$ cat src/design/lqpg_pkg.sv
// ---------------------------------------------------------------------------
// lqpg_pkg: shared types and constants of the lens phase generator
// Holds the fixed-point widths, the polynomial divider reciprocals, the
// register map codes and the structs that pass between the pipeline parts.
// ---------------------------------------------------------------------------
package lqpg_pkg;

	// Largest grid side and result width.
	localparam int MAX_DIM  = 1024;
	localparam int OUT_BITS = 16;

	// Widths of the centered offsets and of their squares.
	localparam int SPAN_W = $clog2(MAX_DIM);
	localparam int OFS_W  = (SPAN_W > 11) ? SPAN_W : 11;
	localparam int SQ_W   = 2 * OFS_W;

	// Aperture sum width and the width of its compare against the limit.
	localparam int AP_W  = 33 + SQ_W;
	localparam int LIM_W = 56;
	localparam int CMP_W = (AP_W > LIM_W) ? AP_W : LIM_W;

	// Q30 angle and polynomial term widths.
	localparam int A_W = 30;
	localparam int T_W = 31;
	localparam logic [T_W-1:0] Q30_ONE = T_W'(1) << 30;
	localparam logic [31:0] PI_Q30 = 32'd3373259426;

	// Horner steps: the cosine uses all six, the sine five plus its final
	// multiply by the angle.
	localparam int HORNER_STEPS = 6;
	localparam int SIN_TERMS    = 5;

	// Exact truncating division of a 30-bit value by k is a multiply by
	// ceil(2^S / k) and a right shift by S, where S = 30 + ceil(log2(k)).
	localparam int unsigned SIN_SH [SIN_TERMS] = '{37, 37, 36, 35, 33};
	localparam logic [31:0] SIN_RCP [SIN_TERMS] = '{
		32'(((64'd1 << 37) + 64'd109) / 64'd110),
		32'(((64'd1 << 37) + 64'd71) / 64'd72),
		32'(((64'd1 << 36) + 64'd41) / 64'd42),
		32'(((64'd1 << 35) + 64'd19) / 64'd20),
		32'(((64'd1 << 33) + 64'd5) / 64'd6)
	};
	localparam int unsigned COS_SH [HORNER_STEPS] = '{38, 37, 36, 35, 34, 31};
	localparam logic [31:0] COS_RCP [HORNER_STEPS] = '{
		32'(((64'd1 << 38) + 64'd131) / 64'd132),
		32'(((64'd1 << 37) + 64'd89) / 64'd90),
		32'(((64'd1 << 36) + 64'd55) / 64'd56),
		32'(((64'd1 << 35) + 64'd29) / 64'd30),
		32'(((64'd1 << 34) + 64'd11) / 64'd12),
		32'(((64'd1 << 31) + 64'd1) / 64'd2)
	};

	// Pipeline depth of each part.
	localparam int GEOM_STAGES = 8;
	localparam int POLY_STAGES = 2 * HORNER_STEPS;
	localparam int OUT_STAGES  = 2;
	localparam int PIPE_STAGES = GEOM_STAGES + POLY_STAGES + OUT_STAGES;

	// Configuration port.
	localparam int ADDR_W = 6;
	localparam int DATA_W = 64;

	typedef enum logic [2:0] {
		REG_GRID_WIDTH,
		REG_GRID_HEIGHT,
		REG_PHASE_COEF_X,
		REG_PHASE_COEF_Y,
		REG_APERTURE_COEF_X,
		REG_APERTURE_COEF_Y,
		REG_APERTURE_LIMIT
	} lqpg_reg_t;

	// Quadrant of the wrapped phase, each a quarter turn wide.
	typedef enum logic [1:0] {
		QUAD_0,
		QUAD_1,
		QUAD_2,
		QUAD_3
	} lqpg_quad_t;

	typedef struct packed {
		logic [10:0]      grid_width;
		logic [10:0]      grid_height;
		logic [31:0]      phase_coef_x;
		logic [31:0]      phase_coef_y;
		logic [31:0]      aperture_coef_x;
		logic [31:0]      aperture_coef_y;
		logic [LIM_W-1:0] aperture_limit;
	} lqpg_cfg_t;

	// Per-word side information carried beside the angle.
	typedef struct packed {
		lqpg_quad_t quad;
		logic       neg;
		logic       in_aperture;
	} lqpg_side_t;

endpackage

$ cat src/design/lqpg_regs.sv
// ---------------------------------------------------------------------------
// lqpg_regs: configuration register file
// APB-style slave holding the grid size, phase and aperture registers.
// Registers sit at byte address 8*index; writes complete in the access cycle.
// ---------------------------------------------------------------------------
module lqpg_regs
	import lqpg_pkg::*;
(
	input  logic              clk,
	input  logic              arst_n,
	input  logic              psel,
	input  logic              penable,
	input  logic              pwrite,
	input  logic [ADDR_W-1:0] paddr,
	input  logic [DATA_W-1:0] pwdata,
	output logic [DATA_W-1:0] prdata,
	output logic              pready,
	output lqpg_cfg_t         cfg
);

	lqpg_cfg_t cfg_q;
	lqpg_reg_t reg_sel;
	logic      wr_en;

	assign pready  = 1'b1;
	assign reg_sel = lqpg_reg_t'(paddr[ADDR_W-1:3]);
	assign wr_en   = psel & penable & pwrite & pready;
	assign cfg     = cfg_q;

	// Register writes.
	always_ff @(posedge clk or negedge arst_n) begin
		if (!arst_n) begin
			cfg_q.grid_width      <= 11'd512;
			cfg_q.grid_height     <= 11'd512;
			cfg_q.phase_coef_x    <= '0;
			cfg_q.phase_coef_y    <= '0;
			cfg_q.aperture_coef_x <= 32'd1;
			cfg_q.aperture_coef_y <= 32'd1;
			cfg_q.aperture_limit  <= '1;
		end else if (wr_en) begin
			case (reg_sel)
				REG_GRID_WIDTH:      cfg_q.grid_width      <= pwdata[10:0];
				REG_GRID_HEIGHT:     cfg_q.grid_height     <= pwdata[10:0];
				REG_PHASE_COEF_X:    cfg_q.phase_coef_x    <= pwdata[31:0];
				REG_PHASE_COEF_Y:    cfg_q.phase_coef_y    <= pwdata[31:0];
				REG_APERTURE_COEF_X: cfg_q.aperture_coef_x <= pwdata[31:0];
				REG_APERTURE_COEF_Y: cfg_q.aperture_coef_y <= pwdata[31:0];
				REG_APERTURE_LIMIT:  cfg_q.aperture_limit  <= pwdata[LIM_W-1:0];
				default: ;
			endcase
		end
	end

	// Read mux.
	always_comb begin
		case (reg_sel)
			REG_GRID_WIDTH:      prdata = DATA_W'(cfg_q.grid_width);
			REG_GRID_HEIGHT:     prdata = DATA_W'(cfg_q.grid_height);
			REG_PHASE_COEF_X:    prdata = DATA_W'(cfg_q.phase_coef_x);
			REG_PHASE_COEF_Y:    prdata = DATA_W'(cfg_q.phase_coef_y);
			REG_APERTURE_COEF_X: prdata = DATA_W'(cfg_q.aperture_coef_x);
			REG_APERTURE_COEF_Y: prdata = DATA_W'(cfg_q.aperture_coef_y);
			REG_APERTURE_LIMIT:  prdata = DATA_W'(cfg_q.aperture_limit);
			default:             prdata = '0;
		endcase
	end

endmodule

$ cat config.mk
export PLATFORM = sky130hd
export DESIGN_NAME = lqpg_regs
export DESIGN_NICKNAME = d
export VERILOG_FILES = /design/src/design/lqpg_pkg.sv /design/src/design/lqpg_regs.sv
export SDC_FILE = /design/constraint.sdc
export NUM_CORES = 1
export LEC_CHECK = 0
export ABC_AREA = 1
export BUFFER_PORTS_ARGS = -buffer_cell sky130_fd_sc_hd__buf_2
export CAP_MARGIN = 25
export CORE_ASPECT_RATIO = 0.9
export CORE_MARGIN = 1.5
export CORE_UTILIZATION = 54
export CTS_CLUSTER_DIAMETER = 80
export DETAILED_ROUTE_END_ITERATION = 16
export PLACE_DENSITY_LB_ADDON = 0.08
export SLEW_MARGIN = 10
export SYNTH_ARGS = -nofsm -noshare
export SYNTH_HDL_FRONTEND = slang
export SYNTH_SLANG_ARGS = --single-unit
$ cat constraint.sdc
create_clock -name clk -period 1.6 [get_ports clk]
set_input_delay 0.08 -clock clk [delete_from_list [all_inputs] [get_ports clk]]
set_output_delay 0.08 -clock clk [all_outputs]
set_load 0.05 [all_outputs]
==> flow_summary_export.csv <==
group,metric,value,unit
status,status,"complete, but fails checks",
status,violations,"negative setup slack",
clocking,insertion_delay,0.50,ns
clocking,clockBufferDepth,3,
die,die_w,148,um
placement,placed_area,12200,um^2
power_and_ir_drop,ir_drop,988,uV
min_path,hold_path_class,"in2async",
die,start_util,55.3,%
drt,dr.pass1.iters,5,
timing,final-max-slew-violation-count,0,
yosys,yosysTopAreaCell,"dfrtp_1",
die,rows,47,
grt,grt-ovfl-total,0,
worst_setup_path,r2r-start,"cfg[40]",
grt,grt_pass1_wl,58300,um
die,core,18500,um^2
worst_setup_path,critical_path.slowest_cell,"dfstp_2",
placement,io_buffers,325,
drt,antenna_left,0,
finish,postLayoutCellArea,14000,um^2
yosys,syn_area,10200,um^2
power_and_ir_drop,power_density,1470,nW/um^2
worst_setup_path,cp_num_buf_inv,1,
clocking,cts_tree,"yes",
placement,globalplace.congestion,0.944,
yosys,ys.flop_type,"dfrtp_1",
yosys,synth-seq-cells,206,
grt,antenna_found_initial,1,
clocking,path_clk_slew,0.07,ns
clocking,numCtsBuffers,22,
timing,fin_crit_sh,103,%
timing,rsz0062_at_grt,"yes",
power_and_ir_drop,p_leak,0.00765,uW
timing,post-route-min-period,1.66,ns
worst_setup_path,crit_path_max_incr_delay,0.54,ns
placement,place_ws,0.0995,ns
finish,drive_gt1_share,30.8,%
worst_setup_path,regToRegEndpoint,"cfg[40]",
timing,hold_viol_final,0,
finish,fin_nets,1777,
worst_setup_path,start_kind,"flip-flop",
grt,grt.total_usage,37.8,%
yosys,ys_warn_count,0,
clocking,h-tree-depth,1,
drt,wl,37800,um
worst_setup_path,required,1.52,ns
drt,vias,11200,
clocking,cts_root_buffer,"clkbuf_16",
worst_setup_path,worstPathArrival,1.58,ns
worst_setup_path,crit_top_cell,"nand2_1",
job,cap_violations,0,
grt,grt_max_degree,68,
grt,grt_pass1_vias,10600,
drt,drt_drc_violations_left,0,
drt,routedWlPerCell,19.3,um
worst_setup_path,reg2reg_slack,0.58,ns
die,dieArea,19700,um^2
finish,final_util,75.6,%
worst_setup_path,path_cells,"nand4_1 > nand2_1 > nor2_1 > nand2_1 > buf_6",
power_and_ir_drop,total_power,20500,uW
yosys,synthCells,1321,
finish,final_common_cell,"nand2_1",
worst_setup_path,path_max_fanout,3,
die,fp.dieH,133,um
yosys,postSynth.asyncResetShare,100,%
timing,max_freq,604,MHz
timing,clock_skew,0,ns
drt,avgViaCountPerCell,5.71,
yosys,synth.top_cells.by_area,"dfrtp_1, nand2_1, dfstp_2",
finish,final_cell_mix,"nand2_1, buf_2, o21ai_0",
yosys,synth_seq_area_share,51.2,%
clocking,cts_num_sinks,206,
yosys,synth_edf_count,0,
die,io_pins,346,
placement,hpwl,24600,um
timing,finalSetupViolCount,9,
timing,worst_slack,-0.0553,ns
drt,drtIter0Drc,966,
yosys,avgSynthCellArea,7.73,um^2
yosys,ys_types,22,
worst_setup_path,cp_top_family,"flip-flops",
timing,finalSetupTns,-0.172,ns
worst_setup_path,worstSetupPathType,"reg2out",
finish,area_growth,36.7,%
worst_setup_path,crit_path_end_kind,"output pin",
finish,largest_reg_flops,206,
finish,num-fill-cells,1411,
worst_setup_path,r2r_cells,2,
yosys,synth_top_area_share,35.8,%
synth_stat cells (3+ instances only):
cell type and instances:
nand2_1 498, o21ai_0 158, dfrtp_1 146, nand4_1 107, nor2_1 79, nand3_1 65
dfstp_2 60, buf_2 52, inv_1 47, clkbuf_1 38, o21ai_1 27, buf_4 17
buf_1 8, nor2_2 4, inv_2 3, nand3_2 3
power by group:
part | internal [uW] | switching, uW | total, uW | leakage [uW]
Clock | 3010 | 2140 | 5160 | 0.000357
Sequential | 6440 | 786 | 7230 | 0.00252
Combinational | 1850 | 6240 | 8080 | 0.00477
how the worst max path moves through the flow:
stage,startpoint,to,depth (start not counted)
6_report,cfg[15],prdata[15],5
5_1_grt,cfg[15],prdata[15],5
4_1_cts,cfg[12],prdata[12],5
3_5_place_dp,paddr[3],cfg[32],7
3_3_place_gp,paddr[3],prdata[31],8
2_1_floorplan,paddr[3],prdata[32],6
layout make-up:
| cell class | instances | area (um^2) | area share [%] |
|---|---|---|---|
| Clock buffer | 30 | 612 | 4.39 |
| Timing Repair Buffer | 466 | 3210 | 23.0 |
| Inverter | 50 | 188 | 1.35 |
| Tap cell | 245 | 307 | 2.20 |
| Clock inverter | 10 | 104 | 0.744 |
| Antenna cell | 1 | 2.50 | 0.0179 |
| Sequential cell | 206 | 5230 | 37.5 |
| Multi-Input combinational cell | 956 | 4290 | 30.8 |
through the flow:
step	hold WS [ns]	instances
2_1_floorplan	-0.216	1328
3_3_place_gp	0.0308	1842
3_5_place_dp	0.0317	1842
4_1_cts	0.0700	1959
5_1_grt	0.0868	1964
6_report	0.0671	1964
timing repair:
action,in CTS,in global routing
endpoints found under the hold margin,354,0
hold buffers,57,0
endpoints found under the setup margin,33,40
resized for setup,64,22
pin swaps,27,28
buffers inserted,20,4
routing by layer:
| metal | vias up | track usage [%] | wire [um] |
|---|---|---|---|
| met5 | - | 0 | 0 |
| met4 | 0 | 13.4 | 1180 |
| met3 | 100 | 7.26 | 3890 |
| met2 | 707 | 61.8 | 18200 |
| met1 | 5340 | 50.5 | 14500 |
| li1 | 5075 | - | - |
cells by family after synthesis:
| kind of cell | count (synthesis) | share of synthesized area (%) |
|---|---|---|
| and+or+nand+nor | 762 | 32.2 |
| other | 2 | 0.0736 |
| buffers and inverters | 166 | 7.44 |
| AOI/OAI and AO/OA | 185 | 9.07 |
| DFF | 206 | 51.2 |
Power figures use the tool's default switching activity.
