**src/design/lqpg_pkg.sv**
```systemverilog
// ---------------------------------------------------------------------------
// lqpg_pkg: shared types and constants of the lens phase generator
// Holds the fixed-point widths, the polynomial divider reciprocals, the
// register map codes and the structs that pass between the pipeline parts.
// ---------------------------------------------------------------------------
package lqpg_pkg;

	// Largest grid side and result width.
	localparam int MAX_DIM  = 1024;
	localparam int OUT_BITS = 16;

	// Widths of the centered offsets and of their squares.
	localparam int SPAN_W = $clog2(MAX_DIM);
	localparam int OFS_W  = (SPAN_W > 11) ? SPAN_W : 11;
	localparam int SQ_W   = 2 * OFS_W;

	// Aperture sum width and the width of its compare against the limit.
	localparam int AP_W  = 33 + SQ_W;
	localparam int LIM_W = 56;
	localparam int CMP_W = (AP_W > LIM_W) ? AP_W : LIM_W;

	// Q30 angle and polynomial term widths.
	localparam int A_W = 30;
	localparam int T_W = 31;
	localparam logic [T_W-1:0] Q30_ONE = T_W'(1) << 30;
	localparam logic [31:0] PI_Q30 = 32'd3373259426;

	// Horner steps: the cosine uses all six, the sine five plus its final
	// multiply by the angle.
	localparam int HORNER_STEPS = 6;
	localparam int SIN_TERMS    = 5;

	// Exact truncating division of a 30-bit value by k is a multiply by
	// ceil(2^S / k) and a right shift by S, where S = 30 + ceil(log2(k)).
	localparam int unsigned SIN_SH [SIN_TERMS] = '{37, 37, 36, 35, 33};
	localparam logic [31:0] SIN_RCP [SIN_TERMS] = '{
		32'(((64'd1 << 37) + 64'd109) / 64'd110),
		32'(((64'd1 << 37) + 64'd71) / 64'd72),
		32'(((64'd1 << 36) + 64'd41) / 64'd42),
		32'(((64'd1 << 35) + 64'd19) / 64'd20),
		32'(((64'd1 << 33) + 64'd5) / 64'd6)
	};
	localparam int unsigned COS_SH [HORNER_STEPS] = '{38, 37, 36, 35, 34, 31};
	localparam logic [31:0] COS_RCP [HORNER_STEPS] = '{
		32'(((64'd1 << 38) + 64'd131) / 64'd132),
		32'(((64'd1 << 37) + 64'd89) / 64'd90),
		32'(((64'd1 << 36) + 64'd55) / 64'd56),
		32'(((64'd1 << 35) + 64'd29) / 64'd30),
		32'(((64'd1 << 34) + 64'd11) / 64'd12),
		32'(((64'd1 << 31) + 64'd1) / 64'd2)
	};

	// Pipeline depth of each part.
	localparam int GEOM_STAGES = 8;
	localparam int POLY_STAGES = 2 * HORNER_STEPS;
	localparam int OUT_STAGES  = 2;
	localparam int PIPE_STAGES = GEOM_STAGES + POLY_STAGES + OUT_STAGES;

	// Configuration port.
	localparam int ADDR_W = 6;
	localparam int DATA_W = 64;

	typedef enum logic [2:0] {
		REG_GRID_WIDTH,
		REG_GRID_HEIGHT,
		REG_PHASE_COEF_X,
		REG_PHASE_COEF_Y,
		REG_APERTURE_COEF_X,
		REG_APERTURE_COEF_Y,
		REG_APERTURE_LIMIT
	} lqpg_reg_t;

	// Quadrant of the wrapped phase, each a quarter turn wide.
	typedef enum logic [1:0] {
		QUAD_0,
		QUAD_1,
		QUAD_2,
		QUAD_3
	} lqpg_quad_t;

	typedef struct packed {
		logic [10:0]      grid_width;
		logic [10:0]      grid_height;
		logic [31:0]      phase_coef_x;
		logic [31:0]      phase_coef_y;
		logic [31:0]      aperture_coef_x;
		logic [31:0]      aperture_coef_y;
		logic [LIM_W-1:0] aperture_limit;
	} lqpg_cfg_t;

	// Per-word side information carried beside the angle.
	typedef struct packed {
		lqpg_quad_t quad;
		logic       neg;
		logic       in_aperture;
	} lqpg_side_t;

endpackage

```
**src/design/lqpg_out.sv**
```systemverilog
// ---------------------------------------------------------------------------
// lqpg_out: output scaling and quadrant mapping
// Scales the Q30 magnitudes to the output amplitude with rounding, then
// applies the quadrant rotation, the remainder's sign and the aperture mask.
// ---------------------------------------------------------------------------
module lqpg_out
	import lqpg_pkg::*;
(
	input  logic                         clk,
	input  logic [OUT_STAGES-1:0]        en,
	input  logic [T_W-1:0]               cos_mag,
	input  logic [T_W-1:0]               sin_mag,
	input  lqpg_side_t                   side,
	output logic signed [OUT_BITS-1:0]   cos_val,
	output logic signed [OUT_BITS-1:0]   sin_val,
	output logic                         inside_res
);

	localparam int SC_W = 30 + OUT_BITS;
	localparam logic [SC_W-1:0] OUT_AMP = SC_W'((64'd1 << (OUT_BITS - 1)) - 64'd1);
	localparam logic [SC_W-1:0] ROUND   = SC_W'(1) << 29;

	// Rounded scaling of a Q30 magnitude to the output amplitude.
	function automatic logic [OUT_BITS-2:0] scale(input logic [T_W-1:0] mag);
		logic [SC_W-1:0] prod;
		prod = SC_W'(mag) * OUT_AMP + ROUND;
		return prod[30 +: OUT_BITS-1];
	endfunction

	logic [OUT_BITS-2:0]        cs_s1, sn_s1;
	lqpg_side_t                 side_s1;
	logic signed [OUT_BITS-1:0] cos_s2, sin_s2;
	logic                       inside_s2;

	logic [OUT_BITS-1:0] c_pos, c_neg, s_pos, s_neg;
	logic [OUT_BITS-1:0] cos_map, sin_map;

	// Stage 1: amplitude scaling.
	always_ff @(posedge clk) begin
		if (en[0]) begin
			cs_s1   <= scale(cos_mag);
			sn_s1   <= scale(sin_mag);
			side_s1 <= side;
		end
	end

	// The sine follows the sign of the remainder inside its quadrant.
	assign c_pos = {1'b0, cs_s1};
	assign c_neg = '0 - c_pos;
	assign s_pos = side_s1.neg ? ('0 - {1'b0, sn_s1}) : {1'b0, sn_s1};
	assign s_neg = side_s1.neg ? {1'b0, sn_s1} : ('0 - {1'b0, sn_s1});

	// Quadrant rotation of the (cos, sin) pair.
	always_comb begin
		case (side_s1.quad)
			QUAD_0: begin
				cos_map = c_pos;
				sin_map = s_pos;
			end
			QUAD_1: begin
				cos_map = s_neg;
				sin_map = c_pos;
			end
			QUAD_2: begin
				cos_map = c_neg;
				sin_map = s_neg;
			end
			QUAD_3: begin
				cos_map = s_pos;
				sin_map = c_neg;
			end
			default: begin
				cos_map = c_pos;
				sin_map = s_pos;
			end
		endcase
	end

	// Stage 2: output register with the aperture mask.
	always_ff @(posedge clk) begin
		if (en[1]) begin
			cos_s2    <= side_s1.in_aperture ? $signed(cos_map) : '0;
			sin_s2    <= side_s1.in_aperture ? $signed(sin_map) : '0;
			inside_s2 <= side_s1.in_aperture;
		end
	end

	assign cos_val    = cos_s2;
	assign sin_val    = sin_s2;
	assign inside_res = inside_s2;

endmodule

```
**config.mk**
```make
export PLATFORM = sky130hd
export DESIGN_NAME = lqpg_out
export DESIGN_NICKNAME = d
export VERILOG_FILES = /design/src/design/lqpg_pkg.sv /design/src/design/lqpg_out.sv
export SDC_FILE = /design/constraint.sdc
export NUM_CORES = 1
export LEC_CHECK = 0
export ABC_AREA = 1
export BUFFER_PORTS_ARGS = -buffer_cell sky130_fd_sc_hd__buf_2
export CAP_MARGIN = 20
export CORE_MARGIN = 4
export CORE_UTILIZATION = 40
export CTS_CLUSTER_DIAMETER = 80
export DETAILED_ROUTE_END_ITERATION = 16
export HOLD_SLACK_MARGIN = 0.15
export PLACE_DENSITY_LB_ADDON = 0.25
export SLEW_MARGIN = 20
export SYNTH_ARGS = -nofsm -noshare
export SYNTH_HDL_FRONTEND = slang
export SYNTH_SLANG_ARGS = --single-unit
```
**constraint.sdc**
```tcl
create_clock -name clk -period 6.8 [get_ports clk]
set_input_delay 1.36 -clock clk [delete_from_list [all_inputs] [get_ports clk]]
set_output_delay 1.36 -clock clk [all_outputs]
set_load 0.01 [all_outputs]
```
==> impl_metrics.py <==
metrics = {
    "outcome": {
        "status": "finished, final reports clean",
    },
    "floorplan": {
        "dieArea_um2": 62300,
        "dieWidth_um": 250,
        "io_pins": 102,
        "rows": 88,
        "initial_utilization": 0.405,
        "fp.dieH_um": 250,
        "core_area_um2": 57700,
    },
    "cells_and_area": {
        "n_antenna_cell": 0,
        "final_cell_mix": "879 x inv_1, 514 x nand2_1, 459 x fa_1, 254 x ha_1, 171 x nor2_1",
        "nets": 3761,
        "fillers": 5960,
        "layout-drive-gt1-share": 0.0556,
        "fin_cells": 3749,
        "final_common_cell": "inv_1",
        "area_growth_pct": 7.44,
    },
    "global_route": {
        "grt_first_pass_wirelength_um": 98800,
        "antenna_found_initial": 0,
        "grt_remaining_overflow": 0,
        "grt_max_degree": 35,
        "grt_pass1_vias": 18900,
        "track_usage": 0.196,
    },
    "clocking": {
        "cts_max_level": 3,
        "cts-root-buf": "clkbuf_16",
        "cts_sinks": 67,
        "holdBufCountCts": 0,
        "cts_setup_buffers": 0,
        "cts_tree": "built",
        "cts.reportedPaths.clkPinSlew_ns": 0.06,
        "cts_buffer_depth": 2,
        "cts_buffers": 9,
        "cts_resized": 0,
        "clock_latency_ns": 0.34,
    },
    "routing": {
        "via_count": 17700,
        "postRouteWirelength_um": 58800,
        "avgRoutedWirePerCell_um": 15.7,
        "ant_nets": 0,
        "first_iter_violations": 1098,
        "drc": 0,
        "via_per_inst": 4.72,
        "firstDrtPassIters": 5,
    },
    "placed_design": {
        "port_buffers": 101,
        "pre_cts_ws_ns": 0.0495,
        "hpwl_um": 53900,
        "placed_cells": 3733,
        "place_congestion": 0.935,
    },
    "worst_setup_path": {
        "crit_type": "in -> reg",
        "crit_family": "adder cells",
        "critPathLaunch": "sin_mag[20]",
        "crit_buf_inv": 7,
        "r2r_slack_ns": 4.03,
        "cp.required_ns": 6.89,
        "critPathArrivalTime_ns": 6.51,
        "crit_path_top_delay_cell": "fa_1",
        "rr_startpoint": "side_s1[1]$_DFFE_PP_",
        "cp_slowest_stage_delay_ns": 0.67,
        "start_kind": "input pin",
        "endpoint_kind": "register",
        "cp_max_fo": 4,
        "cp_cell_sequence": "buf_2 -> inv_1 -> fa_1 -> inv_1 -> fa_1 -> inv_1 -> fa_1 -> inv_1 -> fa_1 -> fa_1 -> inv_1 -> fa_1 -> inv_1 -> ha_1 -> nand2_1 -> nor2_1 -> nand2_1 -> nor2_1 -> nand2_1 -> o21ai_1 -> nor2_1 -> nand3_1 -> nand2_1",
    },
    "yosys": {
        "synth_edf_count": 67,
        "synth.avg_cell_area_um2": 8.13,
        "synthCells": 2872,
        "ys_types": 51,
        "yosys_register_bits": 67,
        "yosys_warnings": 0,
        "ys.flop_type": "edfxtp_1",
        "syn-cell-area_um2": 23300,
        "async_flop_share": 0,
        "syn_nets": 3654,
        "synth-seq-area-share": 0.0862,
    },
    "sta": {
        "slew_violations": 0,
        "rsz0062_at_grt": "no",
        "setup_ws_ns": 0.385,
        "worst_slew_pin_slew_ns": 1.07,
        "finalHoldViolCount": 0,
        "finalSetupTns_ns": 0,
        "fin_crit_sh": 0.943,
        "skew_ns": 0.00486,
        "finalSetupViolCount": 0,
        "slew_headroom": 0.288,
        "fmax_mhz": 156,
        "period_needed_ns": 6.41,
    },
    "worst_hold_path": {
        "hold_path_class": "reg -> reg",
        "min_from": "sn_s1[0]$_DFFE_PP_",
    },
    "flow_run": {
        "cap_violations": 0,
    },
}
cell families (layout without fill, tap and decap cells):
family,Yosys count,after routing,synth area share
AOI/OAI and AO/OA,265,265,0.0628
and+or+nand+nor,883,883,0.160
xor gates and xnor gates,34,34,0.0128
adders and majority gates,713,713,0.530
DFF,67,67,0.0862
buffers and inverters,910,1022,0.148
synthesized netlist by cell type (all sizes together), types with 14 or more instances:
library cell,number,area share
a21o,18,0.0058
a21oi,117,0.025
buf,14,0.0036
edfxtp,67,0.086
fa,459,0.39
ha,254,0.14
inv,887,0.14
nand2,515,0.083
nand3,129,0.029
nand4,18,0.0057
nor2,184,0.033
nor3,20,0.0047
o21ai,93,0.020
o21bai,19,0.0061
xor2,23,0.0086
final cells by class:
| cell class | instances | area (um2) | share of cell area |
|---|---|---|---|
| flip-flops and latches | 67 | 2010 | 0.0802 |
| inverters | 889 | 3340 | 0.133 |
| repair buffers | 117 | 626 | 0.0249 |
| multi-input cells | 1895 | 17900 | 0.713 |
| clock inverters | 7 | 43.8 | 0.00175 |
| clock buffers | 9 | 225 | 0.00898 |
| well taps | 765 | 957 | 0.0382 |
worst reg2reg max path: stages (launching register included):
cell      delay, ns
edfxtp_1       0.97
inv_1          0.66
o21ai_0        0.61
o21ai_0        0.15
nor2_1         0.22
path summary, 6_finish.rpt:
| path | endpoint | depth (start not counted) |
|---|---|---|
| min reg2reg | sin_val[0]$_SDFFCE_PN0P_ | 2 |
| min | sin_val[0]$_SDFFCE_PN0P_ | 2 |
| max reg2reg | sin_val[3]$_SDFFCE_PN0P_ | 4 |
| max | sn_s1[7]$_DFFE_PP_ | 23 |
flip-flops by register name, indices dropped and copies added, names as in the netlist:
register,flops
cos_val,16
sin_val,16
cs_s1,15
sn_s1,15
side_s1,4
inside_res,1
per-layer routing:
| layer | track usage | wire, um | vias to the layer above |
|---|---|---|---|
| li1 | - | - | 8792 |
| met1 | 0.286 | 28500 | 8485 |
| met2 | 0.327 | 27200 | 379 |
| met3 | 0.0182 | 2470 | 39 |
| met4 | 0.0255 | 616 | 0 |
| met5 | 0 | 0 | - |
metrics by stage:
stage	hold slack (ns)	utilization	cell area, um2
6_report	0.737	0.435	25100
3_5_place_dp	0.720	0.430	24800
2_1_floorplan	0.473	-	23300
4_1_cts	0.734	0.435	25100
5_1_grt	0.764	0.435	25100
3_3_place_gp	0.789	0.430	24800
Power is not shown: default switching activity piles up to over one toggle a cycle in this logic, so the estimate is an artifact.
